===== src/design/vwc_pkg.sv =====
package vwc_pkg;

  localparam int unsigned ByteW    = 8;
  localparam int unsigned InitCw   = 8;   // code width at stream start
  localparam int unsigned FirstNew = 256; // first dictionary code past the literals
  localparam int unsigned MaxOut   = 4;   // output bytes kept per input byte

  typedef struct packed {
    logic [7:0] in_byte;
    logic       in_last;
  } in_req_t;

  typedef struct packed {
    logic [7:0] out_byte;
    logic       out_last;
  } out_req_t;

  // controller -> datapath
  typedef struct packed {
    logic clr;       // clear one table slot
    logic init;      // return stream state to start values
    logic latch;     // take the input request, load hash slot
    logic first;     // start string with the byte
    logic set_hit;   // string extends to the matched code
    logic probe_nxt; // step to the next slot
    logic append;    // pack the prefix code
    logic produce;   // emit one whole packed byte
    logic flush;     // emit the zero padded tail byte
    logic insert;    // add entry, restart string with the byte
    logic fin;       // release the held byte
  } cmd_t;

  // datapath -> controller
  typedef struct packed {
    logic clr_done;
    logic pv;
    logic last;
    logic hit;
    logic empty;
    logic ge8;
    logic nz;
    logic can_put;
    logic hold_v;
    logic out_free;
  } sts_t;

endpackage


===== src/design/vwc_ctrl.sv =====
module vwc_ctrl import vwc_pkg::*; (
  input  logic clk_i,
  input  logic rst_ni,
  input  logic in_valid_i,
  output logic in_ready_o,
  input  sts_t sts_i,
  output cmd_t cmd_o
);

  typedef enum logic [3:0] {
    S_CLR, S_IDLE, S_RD, S_CMP, S_APP, S_DRAIN, S_INS, S_CHK, S_FLUSH, S_FIN
  } state_e;

  state_e st_q, st_d;
  logic   ph_q, ph_d;   // 1: packing the closing code of a stream
  logic   rdy_q, rdy_d;

  always_comb begin
    cmd_o = '0;
    st_d  = st_q;
    ph_d  = ph_q;
    case (st_q)
      S_CLR: begin
        cmd_o.clr = 1'b1;
        if (sts_i.clr_done) st_d = S_IDLE;
      end
      S_IDLE: begin
        if (in_valid_i && rdy_q) begin
          cmd_o.latch = 1'b1;
          ph_d = 1'b0;
          if (!sts_i.pv) begin
            cmd_o.first = 1'b1;
            st_d = S_CHK;
          end else begin
            st_d = S_RD;
          end
        end
      end
      S_RD: st_d = S_CMP;
      S_CMP: begin
        if (sts_i.hit) begin
          cmd_o.set_hit = 1'b1;
          st_d = S_CHK;
        end else if (sts_i.empty) begin
          st_d = S_APP;
        end else begin
          cmd_o.probe_nxt = 1'b1;
          st_d = S_RD;
        end
      end
      S_APP: begin
        cmd_o.append = 1'b1;
        st_d = S_DRAIN;
      end
      S_DRAIN: begin
        if (sts_i.ge8) begin
          if (sts_i.can_put) cmd_o.produce = 1'b1;
        end else begin
          st_d = ph_q ? S_FLUSH : S_INS;
        end
      end
      S_INS: begin
        cmd_o.insert = 1'b1;
        st_d = S_CHK;
      end
      S_CHK: begin
        if (sts_i.last) begin
          ph_d = 1'b1;
          st_d = S_APP;
        end else begin
          st_d = S_FIN;
        end
      end
      S_FLUSH: begin
        if (!sts_i.nz) begin
          st_d = S_FIN;
        end else if (sts_i.can_put) begin
          cmd_o.flush = 1'b1;
          st_d = S_FIN;
        end
      end
      S_FIN: begin
        if (!sts_i.hold_v || sts_i.out_free) begin
          cmd_o.fin = 1'b1;
          if (sts_i.last) begin
            cmd_o.init = 1'b1;
            st_d = S_CLR;
          end else begin
            st_d = S_IDLE;
          end
        end
      end
      default: st_d = S_CLR;
    endcase
    rdy_d = (st_d == S_IDLE);
  end

  always_ff @(posedge clk_i or negedge rst_ni) begin
    if (!rst_ni) begin
      st_q  <= S_CLR;
      ph_q  <= 1'b0;
      rdy_q <= 1'b0;
    end else begin
      st_q  <= st_d;
      ph_q  <= ph_d;
      rdy_q <= rdy_d;
    end
  end

  assign in_ready_o = rdy_q;

  a_rdy_idle: assert property (@(posedge clk_i) disable iff (!rst_ni)
    rdy_q |-> st_q == S_IDLE) else $error("ready outside idle");
  a_leave_idle: assert property (@(posedge clk_i) disable iff (!rst_ni)
    (in_valid_i && rdy_q) |=> !rdy_q) else $error("second request taken at once");
  a_clr_end: assert property (@(posedge clk_i) disable iff (!rst_ni)
    (st_q == S_CLR && sts_i.clr_done) |=> st_q == S_IDLE)
    else $error("clearing pass did not end");

endmodule


===== config.mk =====
export PLATFORM = sky130hd
export DESIGN_NAME = vwc_ctrl
export DESIGN_NICKNAME = d
export VERILOG_FILES = /design/src/design/vwc_pkg.sv /design/src/design/vwc_ctrl.sv
export SDC_FILE = /design/constraint.sdc
export NUM_CORES = 1
export LEC_CHECK = 0
export ABC_CLOCK_PERIOD_IN_PS = 3300
export BUFFER_PORTS_ARGS = -buffer_cell sky130_fd_sc_hd__buf_2
export CAP_MARGIN = 20
export CORE_AREA = 2 2 39 41
export CTS_CLUSTER_SIZE = 28
export DETAILED_ROUTE_END_ITERATION = 8
export DIE_AREA = 0 0 41 43
export HOLD_SLACK_MARGIN = 0.15
export PLACE_DENSITY_LB_ADDON = 0.12
export SLEW_MARGIN = 20
export SYNTH_ARGS = -nofsm -noshare
export SYNTH_HDL_FRONTEND = slang
export SYNTH_SLANG_ARGS = --single-unit

===== constraint.sdc =====
create_clock -name clk_i -period 3.3 [get_ports clk_i]
set_input_delay 0.165 -clock clk_i [delete_from_list [all_inputs] [get_ports clk_i]]
set_output_delay 0.165 -clock clk_i [all_outputs]
set_load 0.02 [all_outputs]

======== Word-level counts from Yosys, hierarchy flattened ========
Index checks and enable logic that the tools add are counted.
word-level totals
  flip-flop bits (word level) ............. 6
  word-level logic and storage cells ...... 57
  output and inout port bits .............. 12
cells by class
  equal/unequal tests ..................... 12
  multiplexer cells ....................... 36
  reductions and logical operators ........ 6
operators by type and width
  kind                  count
  $pmux W4 S10          1
  $mux W4               9
  $mux W1               20
  $eq A4 B3 Y1 const B  4
  $eq A4 B1 Y1 const B  2
  $eq A4 B2 Y1 const B  2
  $eq A4 B4 Y1 const B  2
  $mux W2               3
  $mux W3               2
  $logic_not A4 Y1      1
  $ne A2 B2 Y1 const B  2
  $reduce_and A3 Y1     1
  $pmux W1 S2           1
  $reduce_bool A2 Y1    1
  $logic_and A1 B1 Y1   1
  $logic_not A1 Y1      1
  $logic_or A1 B1 Y1    1

======== Depth between registers and ports, before layout ========
  depth in word-level cells ............... 5
  mapped depth ............................ 6
  gate-level depth less buffers ........... 5

======== Least setup slack after synthesis ========
OpenSTA, ideal clock, no wires.
  kind .................................... register to register
  start ................................... register st_q[3]
  end ..................................... register rdy_q (netlist: in_ready_o)
  slack ................................... 1.744 ns
  stages on the path, launching flop included .. 6
  data required time ...................... 3.176 ns
  path buffers ............................ 0
  data arrival time ....................... 1.432 ns
  cell sequence ........................... dfrtp_1 > nand2b_2 > or3b_1 > or3_4 > o211ai_2 > nor4_2
between the ends
  elaborated cells on any way between the ends .. 18
  classes of those cells .................. eq/ne (10); mux (7); reduce/logical (1)
RTL lines
  item                                        line             RTL
  from (decl)                                 vwc_ctrl.sv:14   state_e st_q, st_d;
  from (signal assigned)                      vwc_ctrl.sv:104  st_q <= st_d;
  $eq A4 B4 Y1, or another cell as far along  vwc_ctrl.sv:22   case (st_q)
  $pmux W4 S10 (*)                            vwc_ctrl.sv:22
  via st_d[2]                                 vwc_ctrl.sv:14
  $eq A4 B1 Y1 (*)                            vwc_ctrl.sv:95   rdy_d = (st_d == S_IDLE);
  via rdy_d                                   vwc_ctrl.sv:16   logic rdy_q, rdy_d;
  to (signal assigned)                        vwc_ctrl.sv:106  rdy_q <= rdy_d;
  to (decl)                                   vwc_ctrl.sv:16
Mark *: on every way through the listed nets, which the timed path passes. The rest lies on a longest branch.
A chain may end at the register's enable or synchronous reset.

==> reports/results.txt <==
The tools report the H-tree level count as 1. The tightest min-delay check is of the input port to register type. On the final layout, the worst clock skew is 0.000395 ns. Family with the most delay on the worst path: simple AND/OR/NAND/NOR gates.

The run gives 17.3% as the global-route usage over all layers. The area after detailed placement came out at 647 um^2. Routed signal wires occupy layers up through met4.

In this run the horizontal extent of the chip is 41 um. The number of synthesized register bits was 6. The first global-routing pass estimated 2.05 mm of wire. In the detailed route, the total length drawn on met3 is 77 um. The power per cell area came out at 795 nW/um^2. The slowest stage cell on the critical path is dfrtp_1. Measured slew at the worst slew-check pin: 0.475 ns. The logs give 1.33 mm for the detailed-route wire length and 552 for the total number of vias. The initial utilization of the core area, before any placement, comes to 39.6%.

After detailed routing, the number of vias per cell comes to 5.31. The logs give 462 for the number of global-route vias before repair and 0 for the final-report hold violation count. VDD sags by at most 0.412 mV. The sequential-to-total area share from yosys stat was 27.4%. In the layout the commonest cells are buf_2, nor2_1, dfrtp_1. In the post-route analysis, the smallest setup slack over all paths is 1.39 ns. The final max-slew violation count was 0.

Walking the worst path, the cells encountered are nor4b_1 -> nand3_1 -> nor2_1 -> buf_2. In the final routed layout, each cell accounts on average for 12.8 um. For the worst setup path, the data arrival time is 1.74 ns. Of all flip-flops after synthesis, the portion carrying an async set or reset was 100%. The highest fanout seen on the critical path is 15, and the relative slew slack is 68.3%.

For this design the static power due to leakage is 0.350 nW. A synthesized cell averages 8.56 um^2. Fraction of the cycle the final worst path needs: 57.8%. The total instance count after detailed placement came out at 100.

CTS saw 6 sinks. For this run, the detailed router's first-pass iteration total came to 3. The count of buffer and inverter cells on the critical path is 1.

The type of destination of the critical path is an output port. The setup TNS is 0 ns, and the die footprint is 1760 um^2. The estimated wirelength of the detail-placed design is 982 um, and the total of endpoints with negative setup slack in the final report is 0. The synthesis-to-finish area growth works out to 24.0%. For the initial antenna violation count, the log shows 0.

After the flow finishes, the layout carries non-filler instances totaling 104. The first-iteration detailed-routing DRC count was 7; the core outline area was 1380 um^2. The floorplan step set the die height to 43 um. Across the run, the number of max-cap violations was 0. The run gives 64 as the instance count of the mapped netlist.

The path type of the worst setup path is register to output port. The clock period could shrink to 1.91 ns. For the worst setup path, the data required time is 3.13 ns.

The library cell used most frequently in the layout, excluding fill and tap cells, is buf_2. The peak clock frequency supported by timing was 524 MHz. Entering global routing, the biggest net connects 16 pins. The tools report the post-synth net total as 77. The boundary pin count was 25. Input and output buffers added on the ports amount to 24. After routing the design area is 679 um^2. After synthesis, the netlist uses 32 different library cells. Setup repair after global routing left no endpoint under its margin. At the end of routability-driven placement, the weighted congestion stood at 0.761.

0 antenna diodes ended up in the layout. The initialized floorplan defines 14 standard-cell rows. After the last flow step, the layout net total stands at 103. TritonCTS built the clock tree.

The amount of wire on met2 after detailed routing was 558 um. The tools report the startpoint type of the worst setup path as a register. For the count of nets left with antenna violations after detail routing, the log shows 0.

For the total of warnings raised by yosys, the log shows 0. The logs give 0.24 ns for the insertion delay of the later-clocked pin in the worst-skew pair and 0 for the number of buffers inserted to repair setup after CTS. The post-CTS clock slew at the launch and capture registers of the worst setup and hold paths was 0.04 ns; the count of flip-flops with a built-in enable after synthesis was 0. Cells with a size suffix above 1 make up 39.8% of the layout. Total power for the finished layout comes to 0.540 mW. The run gives 548 um^2 as the post-synthesis cell area. The clock passes through at most 2 buffers.

The remaining design rule violation count is 0. The most used flip-flop cell after synthesis is dfrtp_1. The run finished with clean final reports. The tools report the pre-CTS setup slack as 1.49 ns. Number of buffers created by CTS: 3. For this block, wires on met1 add up to 679 um. For this run, the slowest stage of the critical path takes 0.54 ns. The tree is rooted in a clkbuf_4. For the sum of overflow across all layers after global routing, the log shows 0.
per-layer routing:
metal / vias up / global-route usage (%)
met2: 16 / 22.8
met3: 4 / 3.14
li1: 287 / -
met5: - / 0
met1: 245 / 25.3
met4: 0 / 10.0
synthesized netlist by cell type, drive strengths merged, types with 2 or more instances:
cell    n  share of area [%]
o21ai   3                2.7
nor4    3                4.6
nor2    7                4.8
nor2b   2                2.3
nand2b  3                3.9
nor3b   3                4.1
dfrtp   6                 27
and3    2                2.3
inv     2                1.4
nor3    3                2.7
buf     3                5.0
nor4b   3                4.8
nand3   2                2.7
nand2   4                2.7
a21oi   5                4.6
worst paths after layout:
| kind | startpoint | to | slack (ns) | cells past startpoint |
|---|---|---|---|---|
| setup / recovery | st_q[2]$_DFF_PN0_ | cmd_o[7] | 1.39 | 4 |
| hold / removal | sts_i[4] | st_q[0]$_DFF_PN0_ | 0.23 | 3 |
| setup reg to reg | st_q[2]$_DFF_PN0_ | in_ready_o$_DFF_PN0_ | 1.46 | 5 |
| hold reg to reg | ph_q$_DFFE_PN0P_ | ph_q$_DFFE_PN0P_ | 0.55 | 2 |
| max in group asynchronous | rst_ni | st_q[3]$_DFF_PN0_ | 2.89 | 2 |
| min in group asynchronous | rst_ni | st_q[2]$_DFF_PN0_ | 0.27 | 2 |
timing repair:
action,CTS,global route
hold buffers,1,0
gates resized for setup,0,0
hold endpoints to repair,6,0
final cells by class:
| type | count | area [um^2] |
|---|---|---|
| tap | 16 | 20.0 |
| timing repair buffer | 25 | 130 |
| fill | 146 | 704 |
| inverter | 2 | 7.51 |
| clock buffer | 3 | 22.5 |
| multi-input combinational | 52 | 349 |
| sequential | 6 | 150 |
cell families after synthesis:
group,count (synthesis),synth area share (%)
and+or+nand+nor,38,44.7
AOI/OAI and AO/OA,14,18.9
buffers and inverters,6,8.90
DFF,6,27.4
stage by stage:
step | util [%] | hold WS (ns)
global placement | 46.7 | -0.00584
CTS | 49.1 | 0.222
global route | 49.1 | 0.245
floorplan | - | -0.131
finish | 49.1 | 0.226
detailed placement | 46.7 | -0.00747
worst register-to-register path, stage by stage, from the launching register on:
cell and delay, ns:
dfrtp_1 0.63, nand2b_2 0.17, or3b_1 0.40, or3_4 0.36, o211ai_2 0.09, nor4_2 0.07
power by group:
group,internal [mW],switching [mW]
clock network,0.0410,0.0244
registers,0.107,0.0838
logic,0.132,0.153
total,0.279,0.261
flip-flops by register name (all words and copies together) (netlist names):
name and cells:
st_q 4, in_ready_o 1, ph_q 1
No activity file was read; power rests on OpenSTA's default activity.
